==> src/ecgqrs_pkg.sv <==
// Shared types, constants and helper functions of the ECG QRS beat detector.
`timescale 1ns / 1ps
`default_nettype none

package ecgqrs_pkg;

   // Defaults for the top-level parameters.
   localparam int SAMPLE_WIDTH_DEF = 16;
   localparam int FRAC_BITS_DEF    = 16;

   // Field and state widths.
   localparam int CFG_W   = 16;
   localparam int RATE_W  = 12;
   localparam int LEVEL_W = 50;
   localparam int COUNT_W = 32;
   localparam int IVAL_W  = 16;
   localparam int HR_W    = 24;

   localparam logic [LEVEL_W-1:0] LEVEL_MAX = {LEVEL_W{1'b1}};
   localparam logic [IVAL_W-1:0]  IVAL_MAX  = {IVAL_W{1'b1}};
   localparam logic [HR_W-1:0]    HR_MAX    = {HR_W{1'b1}};

   // Shared multiply-accumulate unit.
   localparam int MAC_OP_W   = 32;
   localparam int MAC_PROD_W = 2 * MAC_OP_W;
   localparam int MAC_ACC_W  = 68;
   localparam int COEF_W     = 16;
   localparam int COEF_SHIFT = 16;
   localparam logic [MAC_ACC_W-1:0] ROUND_BIAS = MAC_ACC_W'(1) << (COEF_SHIFT - 1);

   // Q16 smoothing coefficients, rounded to nearest.
   localparam logic [COEF_W-1:0] C_E_OLD = 16'd58982;
   localparam logic [COEF_W-1:0] C_E_NEW = 16'd6554;
   localparam logic [COEF_W-1:0] C_T_OLD = 16'd65208;
   localparam logic [COEF_W-1:0] C_T_NEW = 16'd983;

   // Rate divider: 60 * 256 * rate = (rate << 14) - (rate << 10).
   localparam int BPM_SHIFT_HI = 14;
   localparam int BPM_SHIFT_LO = 10;
   localparam int DIV_DVD_W    = 26;
   localparam int DIV_DVS_W    = 16;
   localparam int DIV_CNT_W    = $clog2(DIV_DVD_W);

   // Configuration port.
   localparam int APB_ADDR_W = 4;
   localparam int APB_DATA_W = 32;

   localparam logic [CFG_W-1:0]  REFRACTORY_RST = 16'd75;
   localparam logic [CFG_W-1:0]  MIN_IVAL_RST   = 16'd100;
   localparam logic [CFG_W-1:0]  MAX_IVAL_RST   = 16'd500;
   localparam logic [RATE_W-1:0] RATE_RST       = 12'd250;

   typedef enum logic [1:0] {
      REG_REFRACTORY  = 2'd0,
      REG_MIN_IVAL    = 2'd1,
      REG_MAX_IVAL    = 2'd2,
      REG_SAMPLE_RATE = 2'd3
   } reg_index_type;

   typedef enum logic [3:0] {
      ST_IDLE,
      ST_SQR,
      ST_SQW,
      ST_E0,
      ST_E1,
      ST_E2,
      ST_E3,
      ST_EW,
      ST_T0,
      ST_T1,
      ST_T2,
      ST_T3,
      ST_TW,
      ST_DEC,
      ST_CMP,
      ST_DIV
   } st_type;

   typedef enum logic {
      OUT_IDLE,
      OUT_PENDING
   } out_type;

   typedef struct packed {
      logic valid;
      logic clear;
      logic bias;
      logic hi;
   } mac_cmd_type;

   // Drops the Q16 coefficient scale from an accumulator and saturates to a level.
   function automatic logic [LEVEL_W-1:0] level_from_acc(input logic [MAC_ACC_W-1:0] acc);
      logic [MAC_ACC_W-COEF_SHIFT-1:0] scaled;
      scaled = acc[MAC_ACC_W-1:COEF_SHIFT];
      if (|scaled[MAC_ACC_W-COEF_SHIFT-1:LEVEL_W]) begin
         return LEVEL_MAX;
      end
      return scaled[LEVEL_W-1:0];
   endfunction

endpackage

`default_nettype wire

==> src/ecgqrs_mac.sv <==
// Shared multiply-accumulate unit: registered 32x32 product, then a wide accumulate.
`timescale 1ns / 1ps
`default_nettype none

module ecgqrs_mac (
   input  wire logic                                 clock,
   input  wire logic                                 reset,
   input  wire ecgqrs_pkg::mac_cmd_type              cmd,
   input  wire logic [ecgqrs_pkg::MAC_OP_W-1:0]      op_a,
   input  wire logic [ecgqrs_pkg::MAC_OP_W-1:0]      op_b,
   output logic      [ecgqrs_pkg::MAC_ACC_W-1:0]     acc
);

   localparam int OP_W   = ecgqrs_pkg::MAC_OP_W;
   localparam int PROD_W = ecgqrs_pkg::MAC_PROD_W;
   localparam int ACC_W  = ecgqrs_pkg::MAC_ACC_W;

   ecgqrs_pkg::mac_cmd_type cmd_ff;
   logic [PROD_W-1:0]       prod_ff, prod_in;
   logic [ACC_W-1:0]        acc_ff, acc_in;
   logic [ACC_W-1:0]        addend;
   logic [ACC_W-1:0]        base;

   assign prod_in = op_a * op_b;

   always_comb begin
      // An upper-word product carries a weight of 2^32.
      if (cmd_ff.hi) begin
         addend = {prod_ff[ACC_W-OP_W-1:0], {OP_W{1'b0}}};
      end else begin
         addend = ACC_W'(prod_ff);
      end
      if (cmd_ff.clear) begin
         base = cmd_ff.bias ? ecgqrs_pkg::ROUND_BIAS : '0;
      end else begin
         base = acc_ff;
      end
      acc_in = cmd_ff.valid ? (base + addend) : acc_ff;
   end

   always_ff @(posedge clock) begin
      if (reset) begin
         cmd_ff <= '0;
      end else begin
         cmd_ff <= cmd;
      end
   end

   always_ff @(posedge clock) begin
      prod_ff <= prod_in;
      acc_ff  <= acc_in;
   end

   assign acc = acc_ff;

endmodule

`default_nettype wire

==> src/ecgqrs_div.sv <==
// Restoring divider, one quotient bit per cycle, for the heart rate.
`timescale 1ns / 1ps
`default_nettype none

module ecgqrs_div (
   input  wire logic                                 clock,
   input  wire logic                                 reset,
   input  wire logic                                 start,
   input  wire logic [ecgqrs_pkg::DIV_DVD_W-1:0]     dividend,
   input  wire logic [ecgqrs_pkg::DIV_DVS_W-1:0]     divisor,
   output logic                                      done,
   output logic      [ecgqrs_pkg::DIV_DVD_W-1:0]     quotient
);

   localparam int DVD_W = ecgqrs_pkg::DIV_DVD_W;
   localparam int DVS_W = ecgqrs_pkg::DIV_DVS_W;
   localparam int CNT_W = ecgqrs_pkg::DIV_CNT_W;

   logic [DVS_W-1:0] rem_ff, rem_in;
   logic [DVD_W-1:0] quo_ff, quo_in;
   logic [DVS_W-1:0] dvs_ff, dvs_in;
   logic [CNT_W-1:0] cnt_ff, cnt_in;
   logic             busy_ff, busy_in;
   logic             done_ff, done_in;

   logic [DVS_W:0]   shifted;
   logic [DVS_W:0]   diff;
   logic             fits;

   always_comb begin
      shifted = {rem_ff, quo_ff[DVD_W-1]};
      diff    = shifted - {1'b0, dvs_ff};
      fits    = (shifted >= {1'b0, dvs_ff});

      rem_in  = rem_ff;
      quo_in  = quo_ff;
      dvs_in  = dvs_ff;
      cnt_in  = cnt_ff;
      busy_in = busy_ff;
      done_in = 1'b0;

      if (start) begin
         rem_in  = '0;
         quo_in  = dividend;
         dvs_in  = divisor;
         cnt_in  = CNT_W'(DVD_W - 1);
         busy_in = 1'b1;
      end else if (busy_ff) begin
         rem_in = fits ? diff[DVS_W-1:0] : shifted[DVS_W-1:0];
         quo_in = {quo_ff[DVD_W-2:0], fits};
         if (cnt_ff == '0) begin
            busy_in = 1'b0;
            done_in = 1'b1;
         end else begin
            cnt_in = cnt_ff - 1'b1;
         end
      end
   end

   always_ff @(posedge clock) begin
      if (reset) begin
         busy_ff <= 1'b0;
         done_ff <= 1'b0;
      end else begin
         busy_ff <= busy_in;
         done_ff <= done_in;
      end
   end

   always_ff @(posedge clock) begin
      rem_ff <= rem_in;
      quo_ff <= quo_in;
      dvs_ff <= dvs_in;
      cnt_ff <= cnt_in;
   end

   assign done     = done_ff;
   assign quotient = quo_ff;

`ifndef NO_ASSERTIONS
   a_done_ends_busy: assert property (@(posedge clock) disable iff (reset)
      done_ff |-> !busy_ff)
      else $error("divider reports done while still iterating");
`endif

endmodule

`default_nettype wire

==> src/ecg_qrs_beat_detector.sv <==
// Top level of the ECG QRS beat detector: sequencer, state and configuration registers.
//
//   channel  | direction | handshake             | payload
//   req      | in        | req_valid / req_ready | req_sample
//   rsp      | out       | rsp_valid / rsp_ready | rsp_beat, rsp_interval_reported,
//            |           |                       | rsp_interval_samples, rsp_heart_rate_q8
//   csr      | in/out    | psel, penable, pready | paddr, pwrite, pwdata, prdata
//
// The first sample after reset only primes the differencer. Every later sample passes
// through the shared multiply-accumulate unit (square, energy and threshold blends), and
// through the bit-serial divider when an accepted interval needs a heart rate.
// req_ready is high only while the sequencer is idle and no finished beat is pending;
// one result register holds the finished beat until the output register is free, so a new
// sample is taken while rsp_valid waits once that beat has moved on. Reset is synchronous.
`timescale 1ns / 1ps
`default_nettype none

module ecg_qrs_beat_detector #(
   parameter int SAMPLE_WIDTH = ecgqrs_pkg::SAMPLE_WIDTH_DEF,
   parameter int FRAC_BITS    = ecgqrs_pkg::FRAC_BITS_DEF
) (
   input  wire logic                                  clock,
   input  wire logic                                  reset,

   input  wire logic                                  req_valid,
   output logic                                       req_ready,
   input  wire logic signed [SAMPLE_WIDTH-1:0]        req_sample,

   output logic                                       rsp_valid,
   input  wire logic                                  rsp_ready,
   output logic                                       rsp_beat,
   output logic                                       rsp_interval_reported,
   output logic      [ecgqrs_pkg::IVAL_W-1:0]         rsp_interval_samples,
   output logic      [ecgqrs_pkg::HR_W-1:0]           rsp_heart_rate_q8,

   input  wire logic                                  psel,
   input  wire logic                                  penable,
   input  wire logic                                  pwrite,
   input  wire logic [ecgqrs_pkg::APB_ADDR_W-1:0]     paddr,
   input  wire logic [ecgqrs_pkg::APB_DATA_W-1:0]     pwdata,
   output logic      [ecgqrs_pkg::APB_DATA_W-1:0]     prdata,
   output logic                                       pready
);

   localparam int SW      = SAMPLE_WIDTH;
   localparam int LEVEL_W = ecgqrs_pkg::LEVEL_W;
   localparam int COUNT_W = ecgqrs_pkg::COUNT_W;
   localparam int IVAL_W  = ecgqrs_pkg::IVAL_W;
   localparam int HR_W    = ecgqrs_pkg::HR_W;
   localparam int CFG_W   = ecgqrs_pkg::CFG_W;
   localparam int RATE_W  = ecgqrs_pkg::RATE_W;
   localparam int OP_W    = ecgqrs_pkg::MAC_OP_W;
   localparam int ACC_W   = ecgqrs_pkg::MAC_ACC_W;
   localparam int DVD_W   = ecgqrs_pkg::DIV_DVD_W;
   localparam int DVS_W   = ecgqrs_pkg::DIV_DVS_W;
   localparam int DATA_W  = ecgqrs_pkg::APB_DATA_W;

   // Largest square that still fits a level once shifted into fixed point.
   localparam logic [LEVEL_W-1:0] SQ_LIMIT = ecgqrs_pkg::LEVEL_MAX >> FRAC_BITS;

   // Sequencer and state registers.
   ecgqrs_pkg::st_type  state_ff, state_in;
   ecgqrs_pkg::out_type pend_ff, pend_in;
   logic               started_ff, started_in;
   logic [SW-1:0]      prev_ff, prev_in;
   logic [SW-1:0]      mag_ff, mag_in;
   logic [LEVEL_W-1:0] sqq_ff, sqq_in;
   logic [LEVEL_W-1:0] energy_ff, energy_in;
   logic [LEVEL_W-1:0] thr_ff, thr_in;
   logic [COUNT_W-1:0] count_ff, count_in;
   logic [COUNT_W-1:0] peak_ff, peak_in;
   logic               peak_valid_ff, peak_valid_in;

   // Result being built, then the output register.
   logic               res_beat_ff, res_beat_in;
   logic               res_rep_ff, res_rep_in;
   logic [IVAL_W-1:0]  res_ival_ff, res_ival_in;
   logic [HR_W-1:0]    res_hr_ff, res_hr_in;
   logic               rsp_valid_ff, rsp_valid_in;
   logic               rsp_beat_ff, rsp_beat_in;
   logic               rsp_rep_ff, rsp_rep_in;
   logic [IVAL_W-1:0]  rsp_ival_ff, rsp_ival_in;
   logic [HR_W-1:0]    rsp_hr_ff, rsp_hr_in;

   // Configuration registers.
   logic [CFG_W-1:0]   refr_ff, refr_in;
   logic [CFG_W-1:0]   min_ival_ff, min_ival_in;
   logic [CFG_W-1:0]   max_ival_ff, max_ival_in;
   logic [RATE_W-1:0]  rate_ff, rate_in;

   // Shared unit and divider connections.
   ecgqrs_pkg::mac_cmd_type mac_cmd;
   logic [OP_W-1:0]    mac_a;
   logic [OP_W-1:0]    mac_b;
   logic [ACC_W-1:0]   mac_acc;
   logic               div_start;
   logic [DVD_W-1:0]   div_dividend;
   logic [DVS_W-1:0]   div_divisor;
   logic               div_done;
   logic [DVD_W-1:0]   div_quotient;

   // Combinational helpers.
   logic               req_fire;
   logic               rsp_free;
   logic               csr_write;
   ecgqrs_pkg::reg_index_type csr_index;
   logic [SW:0]        diff;
   logic [SW:0]        diff_abs;
   logic [ACC_W-1:0]   sq_shifted;
   logic [LEVEL_W-1:0] sq_level;
   logic [LEVEL_W-1:0] acc_level;
   logic [COUNT_W-1:0] elapsed;
   logic               above;
   logic               past_refr;
   logic               in_range;
   logic [HR_W-1:0]    hr_sat;

   ecgqrs_mac u_mac (
      .clock (clock),
      .reset (reset),
      .cmd   (mac_cmd),
      .op_a  (mac_a),
      .op_b  (mac_b),
      .acc   (mac_acc)
   );

   ecgqrs_div u_div (
      .clock    (clock),
      .reset    (reset),
      .start    (div_start),
      .dividend (div_dividend),
      .divisor  (div_divisor),
      .done     (div_done),
      .quotient (div_quotient)
   );

   assign req_ready = (state_ff == ecgqrs_pkg::ST_IDLE) && (pend_ff == ecgqrs_pkg::OUT_IDLE);
   assign req_fire  = req_valid && req_ready;
   assign rsp_free  = !rsp_valid_ff || rsp_ready;
   assign csr_write = psel && penable && pwrite;
   assign csr_index = ecgqrs_pkg::reg_index_type'(paddr[3:2]);
   assign pready    = 1'b1;

   always_comb begin
      case (csr_index)
         ecgqrs_pkg::REG_REFRACTORY:  prdata = DATA_W'(refr_ff);
         ecgqrs_pkg::REG_MIN_IVAL:    prdata = DATA_W'(min_ival_ff);
         ecgqrs_pkg::REG_MAX_IVAL:    prdata = DATA_W'(max_ival_ff);
         ecgqrs_pkg::REG_SAMPLE_RATE: prdata = DATA_W'(rate_ff);
         default:                     prdata = '0;
      endcase
   end

   always_comb begin
      refr_in     = refr_ff;
      min_ival_in = min_ival_ff;
      max_ival_in = max_ival_ff;
      rate_in     = rate_ff;
      if (csr_write) begin
         case (csr_index)
            ecgqrs_pkg::REG_REFRACTORY:  refr_in     = pwdata[CFG_W-1:0];
            ecgqrs_pkg::REG_MIN_IVAL:    min_ival_in = pwdata[CFG_W-1:0];
            ecgqrs_pkg::REG_MAX_IVAL:    max_ival_in = pwdata[CFG_W-1:0];
            ecgqrs_pkg::REG_SAMPLE_RATE: rate_in     = pwdata[RATE_W-1:0];
            default: ;
         endcase
      end
   end

   // Datapath pieces shared by several sequencer steps.
   always_comb begin
      diff       = {req_sample[SW-1], req_sample} - {prev_ff[SW-1], prev_ff};
      diff_abs   = diff[SW] ? (~diff + 1'b1) : diff;
      sq_shifted = mac_acc << FRAC_BITS;
      sq_level   = (mac_acc > ACC_W'(SQ_LIMIT)) ? ecgqrs_pkg::LEVEL_MAX
                                                : sq_shifted[LEVEL_W-1:0];
      acc_level  = ecgqrs_pkg::level_from_acc(mac_acc);
      elapsed    = count_ff - peak_ff;
      above      = (energy_ff > thr_ff);
      past_refr  = (elapsed >= COUNT_W'(refr_ff));
      in_range   = (elapsed >= COUNT_W'(min_ival_ff)) && (elapsed <= COUNT_W'(max_ival_ff));
      hr_sat     = (|div_quotient[DVD_W-1:HR_W]) ? ecgqrs_pkg::HR_MAX
                                                 : div_quotient[HR_W-1:0];
      div_dividend = DVD_W'({rate_ff, {ecgqrs_pkg::BPM_SHIFT_HI{1'b0}}})
                   - DVD_W'({rate_ff, {ecgqrs_pkg::BPM_SHIFT_LO{1'b0}}})
                   + DVD_W'(elapsed[IVAL_W-1:1]);
      div_divisor  = elapsed[DVS_W-1:0];
   end

   // Sequencer: next state, shared-unit commands and state updates.
   always_comb begin
      state_in      = state_ff;
      pend_in       = pend_ff;
      started_in    = started_ff;
      prev_in       = prev_ff;
      mag_in        = mag_ff;
      sqq_in        = sqq_ff;
      energy_in     = energy_ff;
      thr_in        = thr_ff;
      count_in      = count_ff;
      peak_in       = peak_ff;
      peak_valid_in = peak_valid_ff;
      res_beat_in   = res_beat_ff;
      res_rep_in    = res_rep_ff;
      res_ival_in   = res_ival_ff;
      res_hr_in     = res_hr_ff;
      rsp_valid_in  = rsp_valid_ff && !rsp_ready;
      rsp_beat_in   = rsp_beat_ff;
      rsp_rep_in    = rsp_rep_ff;
      rsp_ival_in   = rsp_ival_ff;
      rsp_hr_in     = rsp_hr_ff;
      mac_cmd       = '0;
      mac_a         = '0;
      mac_b         = '0;
      div_start     = 1'b0;

      case (state_ff)
         ecgqrs_pkg::ST_IDLE: begin
            if (req_fire) begin
               prev_in     = req_sample;
               res_beat_in = 1'b0;
               res_rep_in  = 1'b0;
               res_ival_in = '0;
               res_hr_in   = '0;
               if (!started_ff) begin
                  // The very first sample only primes the differencer.
                  started_in = 1'b1;
                  count_in   = count_ff + 1'b1;
                  pend_in    = ecgqrs_pkg::OUT_PENDING;
               end else begin
                  mag_in   = diff_abs[SW-1:0];
                  state_in = ecgqrs_pkg::ST_SQR;
               end
            end
         end
         ecgqrs_pkg::ST_SQR: begin
            mac_cmd  = '{valid: 1'b1, clear: 1'b1, bias: 1'b0, hi: 1'b0};
            mac_a    = OP_W'(mag_ff);
            mac_b    = OP_W'(mag_ff);
            state_in = ecgqrs_pkg::ST_SQW;
         end
         ecgqrs_pkg::ST_SQW: begin
            state_in = ecgqrs_pkg::ST_E0;
         end
         ecgqrs_pkg::ST_E0: begin
            sqq_in   = sq_level;
            mac_cmd  = '{valid: 1'b1, clear: 1'b1, bias: 1'b1, hi: 1'b0};
            mac_a    = energy_ff[OP_W-1:0];
            mac_b    = OP_W'(ecgqrs_pkg::C_E_OLD);
            state_in = ecgqrs_pkg::ST_E1;
         end
         ecgqrs_pkg::ST_E1: begin
            mac_cmd  = '{valid: 1'b1, clear: 1'b0, bias: 1'b0, hi: 1'b1};
            mac_a    = OP_W'(energy_ff[LEVEL_W-1:OP_W]);
            mac_b    = OP_W'(ecgqrs_pkg::C_E_OLD);
            state_in = ecgqrs_pkg::ST_E2;
         end
         ecgqrs_pkg::ST_E2: begin
            mac_cmd  = '{valid: 1'b1, clear: 1'b0, bias: 1'b0, hi: 1'b0};
            mac_a    = sqq_ff[OP_W-1:0];
            mac_b    = OP_W'(ecgqrs_pkg::C_E_NEW);
            state_in = ecgqrs_pkg::ST_E3;
         end
         ecgqrs_pkg::ST_E3: begin
            mac_cmd  = '{valid: 1'b1, clear: 1'b0, bias: 1'b0, hi: 1'b1};
            mac_a    = OP_W'(sqq_ff[LEVEL_W-1:OP_W]);
            mac_b    = OP_W'(ecgqrs_pkg::C_E_NEW);
            state_in = ecgqrs_pkg::ST_EW;
         end
         ecgqrs_pkg::ST_EW: begin
            state_in = ecgqrs_pkg::ST_T0;
         end
         ecgqrs_pkg::ST_T0: begin
            energy_in = acc_level;
            mac_cmd   = '{valid: 1'b1, clear: 1'b1, bias: 1'b1, hi: 1'b0};
            mac_a     = thr_ff[OP_W-1:0];
            mac_b     = OP_W'(ecgqrs_pkg::C_T_OLD);
            state_in  = ecgqrs_pkg::ST_T1;
         end
         ecgqrs_pkg::ST_T1: begin
            mac_cmd  = '{valid: 1'b1, clear: 1'b0, bias: 1'b0, hi: 1'b1};
            mac_a    = OP_W'(thr_ff[LEVEL_W-1:OP_W]);
            mac_b    = OP_W'(ecgqrs_pkg::C_T_OLD);
            state_in = ecgqrs_pkg::ST_T2;
         end
         ecgqrs_pkg::ST_T2: begin
            // The threshold follows the energy that was just updated.
            mac_cmd  = '{valid: 1'b1, clear: 1'b0, bias: 1'b0, hi: 1'b0};
            mac_a    = energy_ff[OP_W-1:0];
            mac_b    = OP_W'(ecgqrs_pkg::C_T_NEW);
            state_in = ecgqrs_pkg::ST_T3;
         end
         ecgqrs_pkg::ST_T3: begin
            mac_cmd  = '{valid: 1'b1, clear: 1'b0, bias: 1'b0, hi: 1'b1};
            mac_a    = OP_W'(energy_ff[LEVEL_W-1:OP_W]);
            mac_b    = OP_W'(ecgqrs_pkg::C_T_NEW);
            state_in = ecgqrs_pkg::ST_TW;
         end
         ecgqrs_pkg::ST_TW: begin
            state_in = ecgqrs_pkg::ST_DEC;
         end
         ecgqrs_pkg::ST_DEC: begin
            thr_in   = acc_level;
            count_in = count_ff + 1'b1;
            state_in = ecgqrs_pkg::ST_CMP;
         end
         ecgqrs_pkg::ST_CMP: begin
            state_in = ecgqrs_pkg::ST_IDLE;
            pend_in  = ecgqrs_pkg::OUT_PENDING;
            if (above && past_refr) begin
               if (!peak_valid_ff) begin
                  peak_in       = count_ff;
                  peak_valid_in = 1'b1;
               end else begin
                  res_rep_in  = 1'b1;
                  res_ival_in = (|elapsed[COUNT_W-1:IVAL_W]) ? ecgqrs_pkg::IVAL_MAX
                                                             : elapsed[IVAL_W-1:0];
                  // An interval outside the window leaves the peak where it was.
                  if (in_range) begin
                     res_beat_in = 1'b1;
                     peak_in     = count_ff;
                     if (elapsed == '0) begin
                        res_hr_in = ecgqrs_pkg::HR_MAX;
                     end else begin
                        div_start = 1'b1;
                        pend_in   = ecgqrs_pkg::OUT_IDLE;
                        state_in  = ecgqrs_pkg::ST_DIV;
                     end
                  end
               end
            end
         end
         ecgqrs_pkg::ST_DIV: begin
            if (div_done) begin
               res_hr_in = hr_sat;
               pend_in   = ecgqrs_pkg::OUT_PENDING;
               state_in  = ecgqrs_pkg::ST_IDLE;
            end
         end
         default: begin
            state_in = ecgqrs_pkg::ST_IDLE;
         end
      endcase

      // A finished beat moves to the output register once that register is free.
      if (pend_ff == ecgqrs_pkg::OUT_PENDING && rsp_free) begin
         pend_in      = ecgqrs_pkg::OUT_IDLE;
         rsp_valid_in = 1'b1;
         rsp_beat_in  = res_beat_ff;
         rsp_rep_in   = res_rep_ff;
         rsp_ival_in  = res_ival_ff;
         rsp_hr_in    = res_hr_ff;
      end
   end

   always_ff @(posedge clock) begin
      if (reset) begin
         state_ff      <= ecgqrs_pkg::ST_IDLE;
         pend_ff       <= ecgqrs_pkg::OUT_IDLE;
      end else begin
         state_ff      <= state_in;
         pend_ff       <= pend_in;
      end
   end

   always_ff @(posedge clock) begin
      if (reset) begin
         started_ff    <= 1'b0;
         prev_ff       <= '0;
         energy_ff     <= '0;
         thr_ff        <= '0;
         count_ff      <= '0;
         peak_ff       <= '0;
         peak_valid_ff <= 1'b0;
         rsp_valid_ff  <= 1'b0;
         refr_ff       <= ecgqrs_pkg::REFRACTORY_RST;
         min_ival_ff   <= ecgqrs_pkg::MIN_IVAL_RST;
         max_ival_ff   <= ecgqrs_pkg::MAX_IVAL_RST;
         rate_ff       <= ecgqrs_pkg::RATE_RST;
      end else begin
         started_ff    <= started_in;
         prev_ff       <= prev_in;
         energy_ff     <= energy_in;
         thr_ff        <= thr_in;
         count_ff      <= count_in;
         peak_ff       <= peak_in;
         peak_valid_ff <= peak_valid_in;
         rsp_valid_ff  <= rsp_valid_in;
         refr_ff       <= refr_in;
         min_ival_ff   <= min_ival_in;
         max_ival_ff   <= max_ival_in;
         rate_ff       <= rate_in;
      end
   end

   always_ff @(posedge clock) begin
      mag_ff      <= mag_in;
      sqq_ff      <= sqq_in;
      res_beat_ff <= res_beat_in;
      res_rep_ff  <= res_rep_in;
      res_ival_ff <= res_ival_in;
      res_hr_ff   <= res_hr_in;
      rsp_beat_ff <= rsp_beat_in;
      rsp_rep_ff  <= rsp_rep_in;
      rsp_ival_ff <= rsp_ival_in;
      rsp_hr_ff   <= rsp_hr_in;
   end

   assign rsp_valid             = rsp_valid_ff;
   assign rsp_beat              = rsp_beat_ff;
   assign rsp_interval_reported = rsp_rep_ff;
   assign rsp_interval_samples  = rsp_ival_ff;
   assign rsp_heart_rate_q8     = rsp_hr_ff;

`ifndef NO_ASSERTIONS
   a_peak_stays_valid: assert property (@(posedge clock) disable iff (reset)
      !$past(reset) |-> !$fell(peak_valid_ff))
      else $error("peak marker was lost without a reset");

   a_beat_has_interval: assert property (@(posedge clock) disable iff (reset)
      (rsp_valid && rsp_beat) |-> rsp_interval_reported)
      else $error("beat flagged without a reported interval");

   a_rate_only_on_beat: assert property (@(posedge clock) disable iff (reset)
      (rsp_valid && !rsp_beat) |-> (rsp_heart_rate_q8 == '0))
      else $error("heart rate set on a result without a beat");

   a_energy_update_slot: assert property (@(posedge clock) disable iff (reset)
      (state_ff != ecgqrs_pkg::ST_T0) |=> $stable(energy_ff))
      else $error("energy changed outside its update step");

   a_div_done_in_wait: assert property (@(posedge clock) disable iff (reset)
      div_done |-> (state_ff == ecgqrs_pkg::ST_DIV))
      else $error("divider finished while the sequencer was not waiting for it");
`endif

endmodule

`default_nettype wire
==> config.mk <==
export PLATFORM = sky130hd
export DESIGN_NAME = ecg_qrs_beat_detector
export DESIGN_NICKNAME = d
export VERILOG_FILES = /design/src/ecgqrs_pkg.sv /design/src/ecgqrs_mac.sv /design/src/ecgqrs_div.sv /design/src/ecg_qrs_beat_detector.sv
export SDC_FILE = /design/constraint.sdc
export NUM_CORES = 2
export LEC_CHECK = 0
export BUFFER_PORTS_ARGS = -buffer_cell sky130_fd_sc_hd__buf_2
export CAP_MARGIN = 20
export CELL_PAD_IN_SITES_DETAIL_PLACEMENT = 0
export CELL_PAD_IN_SITES_GLOBAL_PLACEMENT = 2
export CORE_ASPECT_RATIO = 0.75
export CORE_MARGIN = 5
export CORE_UTILIZATION = 37
export DETAILED_ROUTE_END_ITERATION = 8
export GPL_TIMING_DRIVEN = 0
export MAX_ROUTING_LAYER = met4
export PLACE_DENSITY = 0.85
export SLEW_MARGIN = 20
export SYNTH_ARGS = -nofsm -noshare
export SYNTH_HDL_FRONTEND = slang
export SYNTH_SLANG_ARGS = --single-unit
==> constraint.sdc <==
create_clock -name clock -period 23.8 [get_ports clock]
set_input_delay 7.14 -clock clock [delete_from_list [all_inputs] [get_ports clock]]
set_output_delay 7.14 -clock clock [all_outputs]
set_load 0.01 [all_outputs]
### Yosys cells after proc, flatten, opt, wreduce, memory -nomap -nowiden

Cells that the tools add are included.

| word-level totals | value |
|---|---|
| register bits | 599 |
| bits of input ports | 59 |
| logic and storage cells | 199 |
| output and inout bits | 77 |

| operators by class | value |
|---|---|
| equal/unequal tests | 27 |
| add/sub/neg operators | 9 |
| $lt $le $gt $ge | 6 |
| multiply operators | 1 |
| reduce and logical (&&, ||, !) cells | 48 |
| bitwise logic cells | 4 |
| mux-type cells | 67 |

Operator list:

| operator | count |
|---|---|
| $pmux 32 s7 | 1 |
| $mux 24 | 7 |
| $mux 68 | 2 |
| $mux 16 | 8 |
| $mux 32 | 4 |
| $pmux 32 s4 | 1 |
| $mux 50 | 2 |
| $pmux 16 s5 | 1 |
| $pmux 24 s3 | 1 |
| $add 68x68->68 | 1 |
| $gt 68x34->1 const B | 1 |
| $ge 32x16->1 | 2 |
| $pmux 32 s2 | 1 |
| $pmux 4 s16 | 1 |
| $mux 26 | 2 |
| $gt 50x50->1 | 1 |
| $mul 32x16->48 | 1 |
| $add 32x1->32 const B | 1 |
| $eq 4x4->1 const B | 8 |
| $le 32x16->1 | 1 |
| $logic_not 32->1 | 1 |
| $pmux 16 s2 | 1 |
| $sub 32x32->32 | 1 |
| $mux 4 | 7 |
| other kinds (37) | 105 |

### Logic depth before layout (Yosys ltp)

| depth | value |
|---|---|
| depth in word-level cells | 8 |
| depth in mapped cells | 34 |
| mapped depth without buffers | 31 |

### Modules after synthesis

From an unflattened synthesis, not the netlist that was laid out.

| unflattened totals | value |
|---|---|
| cell total of the unflattened synthesis | 7488 |
| area, all modules | 67716.2 um^2 |

Modules (own cells, without submodules):

| module | cells an instance | seq. area each (um^2) | area an instance (um^2) | times used |
|---|---|---|---|---|
| ecgqrs_mac | 4518 | 3403.3 | 41688.7 | 1 |
| ecg_qrs_beat_detector | 2643 | 9018.6 | 22496.6 | 1 |
| ecgqrs_div | 327 | 1721.7 | 3530.9 | 1 |

### Least setup slack after synthesis

Ideal clock, no wire load.

| timing path | value |
|---|---|
| path type | input to output |
| from | input port paddr[2] in the netlist's numbering |
| to | output port prdata[10] in the netlist's numbering |
| buffers on the path | 2 |
| slack | 7.969 ns |
| arrival | 8.691 ns |
| cell stages on the path | 3 |
| required time | 16.660 ns |
| cell sequence | buf_1 -> buf_1 -> mux4_2 |

| between the ends | value |
|---|---|
| word-level cells in the longest chain between the ends | 2 |
| elaborated cells on any way between the ends | 5 |
| those cells by class | eq/ne: 3; mux: 1; reduce/logical: 1 |

Ends and longest elaborated chain:

| element | line | text |
|---|---|---|
| start: declaration | ecg_qrs_beat_detector.sv:39 | `input wire logic [ecgqrs_pkg::APB_ADDR_W-1:0] paddr,` |
| $eq 2x2->1, or another cell as far along | ecg_qrs_beat_detector.sv:145 | `case (csr_index)` |
| $pmux 32 s4 (*) | ecg_qrs_beat_detector.sv:145 |  |
| end: declaration | ecg_qrs_beat_detector.sv:41 | `output logic [ecgqrs_pkg::APB_DATA_W-1:0] prdata,` |

Mark *: on every way between the ends. The rest lies on a longest branch, timed or not. The select of a mux whose other input is x is not followed.

### Worst setup path after layout

| timing path | value |
|---|---|
| from | input port paddr[2] in the netlist's numbering |
| to | output port prdata[8] in the netlist's numbering |

Same word-level chain as after synthesis.

==> results.md <==
- Status: finished clean
- Final hold violations: 0
- Worst path cell trace: buf_2 > buf_1 > buf_1 > mux4_2 > buf_2
- CTS root buf: clkbuf_16
- Initial antenna violation count: 12
- Area Growth Syn to Fin: 10.63%
- Die height: about 330 microns
- Post-route ant nets: 0
- Worst Setup End Kind: output port
- Slowest CP cell: buf_1
- Setup CP Type: in2out
- Total grt overflow: 0
- Vias in the first global route: roughly 38000
- Post-synth EDFFs: around 250
- Highest Clock Rate: just over 60 MHz
- Max H-tree Level: 3
- Post-synth top area cell: fa_1
- Final setup fails: 0
- Nets@finish: about 6500
- Fin. max-slew vios: 0
- DP HPWL: between 100 and 150 mm
- TNS Setup: 0 ps
- Buf/Inv on CP: 4
- Drt wl/cell: about 23 microns
- PwrDens: 69.62 mW/mm^2
- DR vias: roughly 40000
- CP top delay family: buffers and inverters
- CTS tree: yes
- Reg clk slew, reported paths: 60 ps
- DR pass1 iterations: 9
- Worst Tran Pin Value: about 1100 ps
- Clock Skew: slightly below 50 ps
- RSZ-0062 raised after global routing: false
- Die area: 0.1399 sq mm
- Clock Tree Buf Depth: 3
- Post-layout min period: around 16000 ps
- CORE AREA: roughly 0.13 sq mm
- Arrival @ worst endpoint: between 9000 and 10000 ps
- Static Leak: ~0.024 uW
- GRT Total Usage: 24.65%
- Clk sinks: 568
- Max-cap violations: 0
- Largest net degree at the start of global routing: 38
- Synthesized area per cell: around 9.1 sq um
- Final WL: ~170 mm
- Ports: 136
- Register area share after synthesis: approximately 28%
- CTS Hold Bufs: 0
- Final Util: between 40% and 50%
- Yosys reg bits: 568
- Post-Syn Area: between 0.04 and 0.05 sq mm
- Ys async rst share: 0%
- Max FO, Critical Path: 10
- Post-CTS Setup Bufs: 0
- Port buffer count: 99
- Total CTS buffers: 66
- Slew margin rel.: 25.31%
- Yosys warning count: 0
- Layout cells sized above 1: approximately 7.7%
- Synth top area cells: fa_1, edfxtp_1, dfxtp_1
- DRC Markers: 0
- First-pass GRT wire length: approximately 250 mm
- Post-CTS sizing: 0
- FILL cells: between 10000 and 15000
- Mean number of vias per cell: ~5.4
- Drt initial violations: 4418
- Worst-Skew Late Latency: between 600 and 700 ps
- Top post-synthesis cells by count: inv_1, nand2_1, fa_1, ha_1, nor2_1
- CP Data Required Time: between 15000 and 20000 ps
- Chip width: between 400 and 500 microns
- Crit path largest cell delay: about 620 ps
- Peak VDD IR: between 40 and 50 uV
- RePlAce Congestion: between 0.9 and 1
- Synth cell types: 85
- Synth top area share: 17.28%
- Worst min path class: reg2reg
- Critical Path Source Type: input pin
- Primary FF master, synth: dfxtp_1
- Synth Instances: approximately 5400
- Count leader, synth: inv_1
- Initial core utilization: a little under two fifths
- Row count: 115
- Period utilization: between 60 and 70%
==> routing by layer <==
layer | track usage, % | vias to the layer above | wire [microns]
li1 | - | 18642 | -
met1 | 39.29 | 19626 | 86660
met2 | 31.15 | 1549 | 63940
met3 | 5.835 | 152 | 16990
met4 | 4.188 | 0 | 3024
met5 | - | - | 0
==> state kept, by name, indices dropped and copies added, names as in the netlist, 24 cells and up <==
signal	cells
thr_ff	50
u_mac.acc	68
energy_ff	50
sqq_ff	35
peak_ff	32
u_mac.prod_ff	48
res_hr_ff	24
u_div.quotient	26
rsp_heart_rate_q8	24
count_ff	32
==> worst reg2reg max path, delay by kind of cell, from the launching register on <==
family / cells / cell delay, ps
simple gates: 3 / 1600
fa+ha+maj: 7 / 3410
compound gates: 12 / 4730
xor+xnor: 1 / 130
buf+inv: 6 / 1190
flops: 1 / 320
==> path summary, 6_finish.rpt <==
check | cells after the start | start | endpoint | slack (ps)
setup / recovery | 5 | paddr[2] | prdata[8] | 7420
hold reg to reg | 0 | res_beat_ff | rsp_beat | 420
setup reg to reg | 29 | state_ff[3] | u_mac.prod_ff[47] | 12350
hold / removal | 0 | res_beat_ff | rsp_beat | 420
==> final cells by class <==
cell class | instances | area [sq um] | area share [%]
timing repair buffer | 107 | 629.4 | 1.161
clock buffer | 87 | 1853 | 3.418
tap | 1755 | 2196 | 4.050
buffer | 245 | 1012 | 1.867
multi-input combinational | 3825 | 31390 | 57.89
antenna | 6 | 15.01 | 0.02769
sequential | 568 | 13830 | 25.50
inverter | 787 | 2954 | 5.449
clock inverter | 34 | 342.8 | 0.6324
==> kinds of logic (layout without fill, tap and decap cells) <==
family                   count (synthesis)  in the layout  share of synthesized area (%)
AND/OR/NAND/NOR                       1625           1625                          15.39
AO/OA/AOI/OAI                         1073           1073                          15.06
buffers and inverters                 1032           1260                          8.091
adder cells (fa/ha/maj)                812            812                          27.21
flip-flops                             568            568                          28.21
XOR/XNOR                               199            199                          3.557
multiplexers                            99             99                          2.464
other                                    2             23                        0.01533
==> through the flow <==
stage	total power [uW]	hold WS (ps)	instances	setup slack [ps]	area, sq um
after floorplan	2126	400.3	5425	7969	49060
after global placement	2693	402.1	7279	7383	51750
after detailed placement	2709	404.5	7287	7352	51990
after CTS	3767	413.4	7408	7366	54190
after global routing	3965	422.6	7411	7215	54210
final	3774	416.1	7414	7422	54210
==> where the power goes <==
group | internal [uW] | leakage, uW | switching (uW)
combinational | 459 | 0.0180 | 1010
clock | 591 | 0.00107 | 452
sequential | 1160 | 0.00477 | 96.8
total | 2210 | 0.0238 | 1560
==> layout by cell type (no fill, tap or decap), types with 121 or more instances in the layout <==
master and instances:
a21o_1 121, fa_1 423, a21oi_1 303, nor2b_1 151
clkbuf_1 210, o21ai_0 179, inv_1 785, edfxtp_1 245
xnor2_1 134, nor2_1 348, ha_1 389, nand2_1 681
dfxtp_1 322
(Power assumes the default switching activity.)
